`config.mk`:
```
export PLATFORM = sky130hd
export DESIGN_NAME = websocket_frame_deframer_top
export DESIGN_NICKNAME = d
export VERILOG_FILES = /design/src/rtl/wsd_pkg.sv /design/src/rtl/wsd_parser.sv /design/src/rtl/websocket_frame_deframer_top.sv
export SDC_FILE = /design/constraint.sdc
export NUM_CORES = 1
export LEC_CHECK = 0
export BUFFER_PORTS_ARGS = -buffer_cell sky130_fd_sc_hd__buf_2
export CORE_ASPECT_RATIO = 1.2
export CORE_UTILIZATION = 54
export DETAILED_ROUTE_END_ITERATION = 6
export PLACE_DENSITY = 0.73
export SYNTH_ARGS = -nofsm -noshare
export SYNTH_HDL_FRONTEND = slang
export SYNTH_SLANG_ARGS = --single-unit
```
`constraint.sdc`:
```
create_clock -name clock -period 4.9 [get_ports clock]
set_clock_uncertainty 0.15 [all_clocks]
set_input_delay 0 -clock clock [delete_from_list [all_inputs] [get_ports clock]]
set_output_delay 0 -clock clock [all_outputs]
set_load 0.05 [all_outputs]
```
`src/rtl/wsd_pkg.sv`:
```
package wsd_pkg;

   // length codes of the second header byte
   localparam logic [6:0] LEN_EXT16 = 7'd126;
   localparam logic [6:0] LEN_EXT64 = 7'd127;

   // opcodes
   localparam logic [3:0] OP_DATA_MAX = 4'h2;
   localparam logic [3:0] OP_CLOSE    = 4'h8;

   // extended length and mask key byte counts, minus one
   localparam logic [2:0] EXT16_LAST = 3'd1;
   localparam logic [2:0] EXT64_LAST = 3'd7;
   localparam logic [2:0] KEY_LAST   = 3'd3;

   // one result word from the parser stage
   typedef struct packed {
      logic       has;
      logic [7:0] payload_byte;
      logic       payload_valid;
      logic       frame_end;
      logic       frame_final;
      logic [1:0] frame_kind;
      logic       closed;
   } wsd_result_type;

endpackage

```
`src/rtl/wsd_parser.sv`:
```
module wsd_parser (
   input  logic                    clock,
   input  logic                    reset,
   input  logic                    step,
   input  logic [7:0]              data_byte,
   output wsd_pkg::wsd_result_type result
);

   typedef enum logic [2:0] {
      PH_HDR0    = 3'd0,
      PH_HDR1    = 3'd1,
      PH_EXTLEN  = 3'd2,
      PH_MASK    = 3'd3,
      PH_PAYLOAD = 3'd4,
      PH_CLOSED  = 3'd5
   } phase_type;

   phase_type   phase_ff, phase_in;
   logic        fin_ff, fin_in;
   logic [3:0]  opcode_ff, opcode_in;
   logic        mask_ff, mask_in;
   logic [63:0] len_ff, len_in;
   logic [2:0]  hcnt_ff, hcnt_in;
   logic [31:0] key_ff, key_in;
   logic [1:0]  midx_ff, midx_in;

   logic        len_done;
   logic        hdr_done;
   logic        is_data;
   logic [7:0]  key_byte;

   assign is_data = (opcode_ff <= wsd_pkg::OP_DATA_MAX);

   // mask key byte for this payload position, first key byte at the top
   always_comb begin
      case (midx_ff)
         2'd0:    key_byte = key_ff[31:24];
         2'd1:    key_byte = key_ff[23:16];
         2'd2:    key_byte = key_ff[15:8];
         default: key_byte = key_ff[7:0];
      endcase
   end

   // next state and result for the byte at the parser input
   always_comb begin
      phase_in  = phase_ff;
      fin_in    = fin_ff;
      opcode_in = opcode_ff;
      mask_in   = mask_ff;
      len_in    = len_ff;
      hcnt_in   = hcnt_ff;
      key_in    = key_ff;
      midx_in   = midx_ff;
      len_done  = 1'b0;
      hdr_done  = 1'b0;
      result    = '0;

      case (phase_ff)
         PH_CLOSED: begin
         end
         PH_HDR1: begin
            mask_in = data_byte[7];
            len_in  = '0;
            if (data_byte[6:0] == wsd_pkg::LEN_EXT16) begin
               phase_in = PH_EXTLEN;
               hcnt_in  = wsd_pkg::EXT16_LAST;
            end else if (data_byte[6:0] == wsd_pkg::LEN_EXT64) begin
               phase_in = PH_EXTLEN;
               hcnt_in  = wsd_pkg::EXT64_LAST;
            end else begin
               len_in   = {57'd0, data_byte[6:0]};
               len_done = 1'b1;
            end
         end
         PH_EXTLEN: begin
            len_in = {len_ff[55:0], data_byte};
            if (hcnt_ff == 3'd0) begin
               len_done = 1'b1;
            end else begin
               hcnt_in = hcnt_ff - 3'd1;
            end
         end
         PH_MASK: begin
            key_in = {key_ff[23:0], data_byte};
            if (hcnt_ff == 3'd0) begin
               hdr_done = 1'b1;
            end else begin
               hcnt_in = hcnt_ff - 3'd1;
            end
         end
         PH_PAYLOAD: begin
            midx_in = midx_ff + 2'd1;
            len_in  = len_ff - 64'd1;
            if (is_data) begin
               result.has           = 1'b1;
               result.payload_byte  = data_byte ^ key_byte;
               result.payload_valid = 1'b1;
               result.frame_end     = (len_in == 64'd0);
               result.frame_final   = fin_ff;
               result.frame_kind    = opcode_ff[1:0];
            end
            if (len_in == 64'd0) begin
               if (!is_data && opcode_ff == wsd_pkg::OP_CLOSE) begin
                  phase_in      = PH_CLOSED;
                  result.has    = 1'b1;
                  result.closed = 1'b1;
               end else begin
                  phase_in = PH_HDR0;
               end
            end
         end
         default: begin
            fin_in    = data_byte[7];
            opcode_in = data_byte[3:0];
            phase_in  = PH_HDR1;
         end
      endcase

      // length complete: collect the key or close the header
      if (len_done) begin
         key_in = '0;
         if (mask_in) begin
            phase_in = PH_MASK;
            hcnt_in  = wsd_pkg::KEY_LAST;
         end else begin
            hdr_done = 1'b1;
         end
      end

      // header complete: enter payload or finish an empty frame
      if (hdr_done) begin
         midx_in = 2'd0;
         if (len_in != 64'd0) begin
            phase_in = PH_PAYLOAD;
         end else if (opcode_ff == wsd_pkg::OP_CLOSE) begin
            phase_in      = PH_CLOSED;
            result.has    = 1'b1;
            result.closed = 1'b1;
         end else begin
            phase_in = PH_HDR0;
            if (is_data) begin
               result.has         = 1'b1;
               result.frame_end   = 1'b1;
               result.frame_final = fin_ff;
               result.frame_kind  = opcode_ff[1:0];
            end
         end
      end
   end

   // parser state
   always_ff @(posedge clock) begin
      if (reset) begin
         phase_ff  <= PH_HDR0;
         fin_ff    <= 1'b0;
         opcode_ff <= 4'd0;
         mask_ff   <= 1'b0;
         len_ff    <= 64'd0;
         hcnt_ff   <= 3'd0;
         key_ff    <= 32'd0;
         midx_ff   <= 2'd0;
      end else if (step) begin
         phase_ff  <= phase_in;
         fin_ff    <= fin_in;
         opcode_ff <= opcode_in;
         mask_ff   <= mask_in;
         len_ff    <= len_in;
         hcnt_ff   <= hcnt_in;
         key_ff    <= key_in;
         midx_ff   <= midx_in;
      end
   end

endmodule

```
`src/rtl/websocket_frame_deframer_top.sv`:
```
// WebSocket receive deframer.
// The req channel takes the raw stream one byte per word (req_data_byte).
// The rsp channel gives unmasked payload bytes of data frames, each tagged
// with the frame's FIN bit and opcode; rsp_frame_end marks the last byte, or
// a lone marker word for an empty data frame. Control frames give nothing,
// except that a close frame gives one word with rsp_closed set once it has
// been fully consumed; after it every byte is taken and dropped.
// A byte enters the input register on acceptance and its result is written
// into the output register when the parser steps on it. Throughput: one byte
// per cycle while no result waits on a stalled receiver; the whole header and
// payload step is one pass through the parser between the two registers.
// Reset empties both registers and readies the parser for a first header byte.
// When the receiver stalls, the result word holds; bytes that give no result
// still drain, and req_ready drops only while a result is waiting and the
// input register is full.
module websocket_frame_deframer_top (
   input  logic       clock,
   input  logic       reset,
   input  logic       req_valid,
   output logic       req_ready,
   input  logic [7:0] req_data_byte,
   output logic       rsp_valid,
   input  logic       rsp_ready,
   output logic [7:0] rsp_payload_byte,
   output logic       rsp_payload_valid,
   output logic       rsp_frame_end,
   output logic       rsp_frame_final,
   output logic [1:0] rsp_frame_kind,
   output logic       rsp_closed
);

   logic                    in_valid_ff, in_valid_in;
   logic [7:0]              in_byte_ff;
   logic                    out_valid_ff, out_valid_in;
   wsd_pkg::wsd_result_type out_ff;
   wsd_pkg::wsd_result_type res;
   logic                    step;

   // the parser steps when its result, if any, has a free slot
   assign step      = in_valid_ff && (!out_valid_ff || rsp_ready || !res.has);
   assign req_ready = !in_valid_ff || step;

   wsd_parser u_parser (
      .clock     (clock),
      .reset     (reset),
      .step      (step),
      .data_byte (in_byte_ff),
      .result    (res)
   );

   // input register
   always_comb begin
      in_valid_in = in_valid_ff;
      if (req_valid && req_ready) begin
         in_valid_in = 1'b1;
      end else if (step) begin
         in_valid_in = 1'b0;
      end
   end

   // output register
   always_comb begin
      out_valid_in = out_valid_ff;
      if (step && res.has) begin
         out_valid_in = 1'b1;
      end else if (rsp_ready) begin
         out_valid_in = 1'b0;
      end
   end

   always_ff @(posedge clock) begin
      if (reset) begin
         in_valid_ff  <= 1'b0;
         out_valid_ff <= 1'b0;
      end else begin
         in_valid_ff  <= in_valid_in;
         out_valid_ff <= out_valid_in;
      end
   end

   always_ff @(posedge clock) begin
      if (req_valid && req_ready) begin
         in_byte_ff <= req_data_byte;
      end
      if (step && res.has) begin
         out_ff <= res;
      end
   end

   assign rsp_valid         = out_valid_ff;
   assign rsp_payload_byte  = out_ff.payload_byte;
   assign rsp_payload_valid = out_ff.payload_valid;
   assign rsp_frame_end     = out_ff.frame_end;
   assign rsp_frame_final   = out_ff.frame_final;
   assign rsp_frame_kind    = out_ff.frame_kind;
   assign rsp_closed        = out_ff.closed;

endmodule

```
# == Word-level counts from Yosys, hierarchy flattened ==
# Index checks and enable logic that the tools add are counted.
# W data, S select, Z words.
# totals
reg_bits,134
elab_cells,110
output_inout_bits,16
# classes
n_reduce_logical,26
order_cmp,1
n_eq_ne,10
bitwise_logic,2
add_sub_neg,3
muxes,51
# op_table
op,n
$pmux W64 S3,1
$logic_not A64 Y1,1
$mux W32,2
$mux W64,1
$reduce_bool A64 Y1,1
$sub A64 B1 Y64 const B,1
$mux W3,14
$pmux W8 S3,1
$mux W1,20
$mux W15,1
$eq A7 B7 Y1 const B,2
$mux W14,1
$mux W5,2
$pmux W3 S3,1
$mux W4,2
$reduce_and A2 Y1,4
$reduce_bool A2 Y1,4
$xor A8 B8 Y8,1
$mux W7,1
$eq A3 B2 Y1 const B,2
$eq A3 B3 Y1 const B,2
$pmux W3 S2,1
$reduce_or A5 Y1,1
$eq A4 B4 Y1 const B,1
other kinds (16),25

# == Depth between registers and ports, before layout ==
# logic_depth
ltp_word,17
ltp_mapped,19
ltp_nobuf,13

# == Modules after synthesis ==
# A second synthesis with hierarchy kept.
# unflattened
cells_unflattened,1302
area_unflattened_um2,9624.2
# by_module_without_submodules
module,area_per_inst_um2,seq_area_each_um2,cells_per_inst,n_inst
wsd_parser,8859.7,2202.1,1268,1
websocket_frame_deframer_top,764.5,700.7,34,1

# == Least setup slack after synthesis ==
# OpenSTA, ideal clock, no wires.
# synth_timing
kind,reg2reg
start,register u_parser.len_ff[1]
end,"register out_ff, in the netlist rsp_closed (enable)"
setup_ns,0.386
period_less_slack_ns,5.035
path_stages_with_launch,14
t_arrival_ns,4.499
setup_slack_ns,-0.135
t_required_ns,4.364
path_cell_list,dfxtp_1 -> buf_2 -> inv_1 -> ha_1 -> nor4b_1 -> nand4_1 -> nor4_1 -> xnor2_1 -> o21ai_0 -> or4_1 -> or4_4 -> nor4_4 -> o31ai_2 -> nor2b_1
# synth_via
elab_chain_cells,12
# synth_lines
element,line,rtl
from (decl),wsd_parser.sv:22,"logic [63:0] len_ff, len_in;"
from (signal assigned),wsd_parser.sv:167,len_ff <= len_in;
$sub A64 B1 Y64,wsd_parser.sv:93,len_in = len_ff - 64'd1;
$logic_not A64 Y1,wsd_parser.sv:102,if (len_in == 64'd0) begin
$mux W1,wsd_parser.sv:102,
$mux W15,wsd_parser.sv:58,case (phase_ff)
$mux W1,wsd_parser.sv:141,if (is_data) begin
$mux W1,wsd_parser.sv:135,end else if (opcode_ff == wsd_pkg::OP_CLOSE) begin
$mux W1,wsd_parser.sv:133,if (len_in != 64'd0) begin
$mux W1 (*),wsd_parser.sv:131,if (hdr_done) begin
$logic_not A1 Y1,websocket_frame_deframer_top.sv:40,assign step = in_valid_ff && (!out_valid_ff || rsp_ready || !res.has);
$logic_or A1 B1 Y1,websocket_frame_deframer_top.sv:40,
$logic_and A1 B1 Y1,websocket_frame_deframer_top.sv:40,
$logic_and A1 B1 Y1 (*),websocket_frame_deframer_top.sv:85,if (step && res.has) begin
to (signal assigned),websocket_frame_deframer_top.sv:86,out_ff <= res;
to (decl),websocket_frame_deframer_top.sv:35,wsd_pkg::wsd_result_type out_ff;
# Every way passes the cells marked *; elsewhere a longest branch is shown, timed or not.
# A chain may end at the register's enable or synchronous reset.

# == Worst setup path after layout ==
# layout_timing
start,register u_parser.phase_ff[2]
end,output port req_ready
# layout_via
elab_chain_cells,10
# layout_lines
element,line,rtl
from (decl),wsd_parser.sv:18,"phase_type phase_ff, phase_in;"
from (signal assigned),wsd_parser.sv:163,phase_ff <= phase_in;
"parallel branches: the longest is 5 deep, another holds $pmux W64 S3",-,
$mux W1 (*),wsd_parser.sv:131,
$logic_not A1 Y1 (*),websocket_frame_deframer_top.sv:40,
$logic_or A1 B1 Y1 (*),websocket_frame_deframer_top.sv:40,
$logic_and A1 B1 Y1 (*),websocket_frame_deframer_top.sv:40,
$logic_or A1 B1 Y1 (*),websocket_frame_deframer_top.sv:41,assign req_ready = !in_valid_ff || step;
to (decl),websocket_frame_deframer_top.sv:20,"output logic req_ready,"
# Every way passes the cells marked *.

==> summary.json <==
{
  "timing": {
    "max_freq_mhz": 198,
    "final.setup.worst_slack_ns": -0.140,
    "maxSlewHeadroom_pct": 0.702,
    "drv_slew": 0,
    "tns_ns": -0.584,
    "min_period_ns": 5.04,
    "timing.final.crit_share_pct": 103,
    "finalSetupViolCount": 9,
    "tightest_slew_ns": 1.48,
    "finalHoldViolCount": 0,
    "whs_ns": 0.127,
    "rsz0062_at_grt": "true"
  },
  "floorplan": {
    "initial_utilization_pct": 55.3,
    "die-width_um": 131,
    "dieHeight_um": 157,
    "core.rowCount": 56,
    "total_i_o_pin_count": 28,
    "die_area_um2": 20700,
    "core_region_area_um2": 19600
  },
  "global_route": {
    "grt_antenna_before_repair": 0,
    "grt_overflow": 0,
    "track_usage_pct": 51.6,
    "grt_pass1_wl_mm": 78.6,
    "grt_pass1_vias": 12700,
    "grt_start_max_net_pins": 79
  },
  "worst_setup_path": {
    "critical_path_arrival_ns": 4.89,
    "critical_path.startpoint_type": "register",
    "critical_path.n_buffers_inverters": 2,
    "crit_slowest_cell": "or3b_2",
    "worst-r2r-cell-count": 11,
    "cp_common_cell": "nor4bb_1",
    "worst_setup_path_end_kind": "output pin",
    "critical_path.cell_chain": "or3b_2, o21a_1, buf_4, nand2_1, nor4bb_1, nor4bb_1, nand4_1, nor4_4, o31ai_4, or3_4, buf_8",
    "worst_ep_required_time_ns": 4.75,
    "regToRegEndpoint": "in_byte_ff[3]",
    "regToRegSetupSlack_ns": -0.06,
    "timing_worst_setup_path_type": "reg -> out",
    "timing.critical_path.slowest_cell_delay_ns": 0.61,
    "r2r_start": "u_parser.phase_ff[2]",
    "worstPathMaxFanout": 16,
    "cp_top_family": "simple AND/OR/NAND/NOR gates"
  },
  "hold_path": {
    "worstHoldPathType": "in -> reg",
    "worst_hold_startpoint": "req_data_byte[6]",
    "timing.hold.worst_endpoint": "in_byte_ff[6]",
    "hold_depth": 2
  },
  "drt": {
    "via_count": 13600,
    "routed_wl_mm": 53.4,
    "viasPerCell": 7.30,
    "first_iter_violations": 2278,
    "drt-pass1-iter-count": 7,
    "post-route-drc-count": 6,
    "drt-wirelength-per-cell_um": 28.7,
    "drtAntennaViolNets": 0
  },
  "logic_synthesis": {
    "muxShareOfSynthArea_pct": 8.80,
    "complex_gate_fraction_of_the_synthesized_area_pct": 21.2,
    "synth_area_per_cell_um2": 7.44,
    "synthAdderAreaFrac_pct": 1.02,
    "synthesis.area_um2": 10800,
    "xor_xnor_portion_of_the_synthesized_cell_area_pct": 2.50,
    "synth_nets": 1477,
    "synth.yosys.seq_area_share_pct": 26.8,
    "synth_enable_flop_cells": 22,
    "main_combinational_cell_family_by_area_after_synthesis": "simple AND/OR/NAND/NOR gates",
    "synth.distinct_cells": 84,
    "synth.ff_latch_count": 134,
    "yosysWarningCount": 0,
    "synthSimpleGateAreaFrac_pct": 32.6,
    "syn-instance-count": 1457,
    "postSynth.topFlopCell": "dfxtp_1",
    "share_of_flip_flops_with_an_asynchronous_set_or_reset_pct": 0
  },
  "cells_and_area": {
    "num-nets-final": 1607,
    "mostFrequentLayoutCells": "buf_4 (216), nand2_1 (157), nor2_1 (156), dfxtp_1 (107), mux2i_1 (92)",
    "signed_area_change_from_the_synthesized_netlist_to_the_final_layout_pct": 24.2,
    "fin_util_pct": 68.7,
    "mostFrequentLayoutCell": "buf_4",
    "drive_above_1_share_pct": 23.9,
    "insertedDiodeCount": 0
  },
  "clocking": {
    "cts-buffers-inserted": 17,
    "cts_htree_levels": 4,
    "post_cts_clock_slew_at_the_launch_and_capture_registers_of_the_worst_setup_and_hold_paths_ns": 0.07,
    "cts-root-to-sink-buffers": 2,
    "tritoncts_num_sinks": 134,
    "cts_root_buf": "clkbuf_16",
    "insertion_delay_ns": 0.45,
    "clock_tree_from_tritoncts": "done"
  },
  "power_and_ir_drop": {
    "cellLeakagePower_nw": 5.62,
    "power_density_nw_per_um2": 365,
    "ir_drop_mv": 0.280
  },
  "placement": {
    "hpwl_mm": 38.5,
    "place_congestion": 1.16,
    "port-buffer-count": 27
  },
  "run_status": {
    "failing_checks": "DRC, capacitance limit, setup timing",
    "status": "complete, but fails checks"
  },
  "flow_run": {
    "maxCapViolations": 1
  }
}
-- cells in the mapped netlist (8+ instances only) --
cell	n	area, um^2
a211oi_1	18	135
a21oi_1	54	270
a222oi_1	11	110
a22oi_1	15	113
a311oi_1	16	140
a31oi_1	11	68.8
buf_1	8	30.0
buf_2	13	65.1
clkbuf_1	127	477
dfxtp_1	112	2240
edfxtp_1	22	661
ha_1	8	100
inv_1	42	158
mux2i_1	92	921
nand2_1	159	597
nand2b_1	17	106
nand3_1	37	185
nand4_1	44	275
nor2_1	157	589
nor2b_1	11	68.8
nor3_1	50	250
nor3b_1	8	60.1
nor4_1	62	388
nor4b_1	11	96.3
o211ai_1	8	60.1
o21a_1	18	135
o21ai_0	60	300
o221ai_1	8	70.1
o22ai_1	20	125
o31ai_1	13	97.6
or2_2	11	68.8
or3_1	16	100
or4_1	32	240
xnor2_1	27	236
-- how the worst max path moves through the flow --
stage	startpoint	endpoint	slack, ns	depth (start not counted)
6_report	u_parser.phase_ff[2]	req_ready	-0.14	11
5_1_grt	u_parser.len_ff[1]	req_ready	-0.02	17
4_1_cts	u_parser.len_ff[4]	u_parser.len_ff[63]	0.02	14
3_5_place_dp	u_parser.len_ff[1]	u_parser.len_ff[63]	-0.03	18
3_3_place_gp	u_parser.len_ff[21]	in_byte_ff[1]	0.07	14
2_1_floorplan	u_parser.len_ff[1]	in_byte_ff[0]	0.07	14
-- state kept, by name, indices dropped and copies added, names as in the netlist, 2 cells and up --
register            flops
in_byte_ff              8
u_parser.key_ff        32
u_parser.hcnt_ff        3
u_parser.len_ff        64
u_parser.phase_ff       3
rsp_frame_kind          2
rsp_payload_byte        8
u_parser.midx_ff        2
u_parser.opcode_ff      4
-- power by group --
group	switching, mW	internal [mW]
clock	0.638	0.724
sequential	0.0755	1.16
combinational	1.42	0.905
-- logic make-up (layout without fill, tap and decap cells) --
group / count (synthesis) / count (layout)
adder cells (fa/ha/maj): 9 / 9
buffers and inverters: 193 / 336
flip-flops: 134 / 134
multiplexers: 95 / 95
AND/OR/NAND/NOR: 670 / 670
AO/OA/AOI/OAI: 325 / 325
XOR/XNOR: 31 / 31
-- stage by stage --
| stage | std cells | area (um^2) | setup slack (ns) | total power, mW |
|---|---|---|---|---|
| finish | 1861 | 13500 | -0.140 | 4.92 |
| detailed placement | 1807 | 12400 | -0.0320 | 3.30 |
| floorplan | 1457 | 10900 | 0.0723 | 2.40 |
| CTS | 1855 | 13300 | 0.0179 | 4.70 |
| global route | 1861 | 13500 | -0.0160 | 5.03 |
| global placement | 1807 | 12400 | 0.0695 | 3.31 |
-- what timing repair did --
action	4_1_cts	5_1_grt
endpoints found under the setup margin	13	129
hold endpoints to repair	18	0
pin swaps	7	12
resized for setup	26	32
setup buffers	7	6
hold buffers	10	0
-- routing by layer --
metal	vias to the layer above	wire length (um)	global-route usage, %
li1	5736	-	-
met1	6192	18500	58.9
met2	1242	22600	80.2
met3	412	6970	14.6
met4	0	5330	44.2
met5	-	0	0
-- worst register-to-register path: stages (launching register included) --
cell and delay (ns):
dfxtp_2 0.56, or3b_2 0.61, o21a_1 0.36, buf_4 0.33
nand2_1 0.12, nor4bb_1 0.58, nor4bb_1 0.45, nand4_1 0.26
nor4_4 0.44, o31ai_4 0.10, or3_4 0.45, and2_2 0.28
-- final cells by class --
class,instances,area [um^2]
clock inverters,15,160
inverters,42,158
multi-input cells,1130,7460
repair buffers,262,2030
fillers,1610,6150
flip-flops and latches,134,2910
clock buffers,17,425
well taps,261,327
Note: power is estimated with default switching activity, not from simulation.
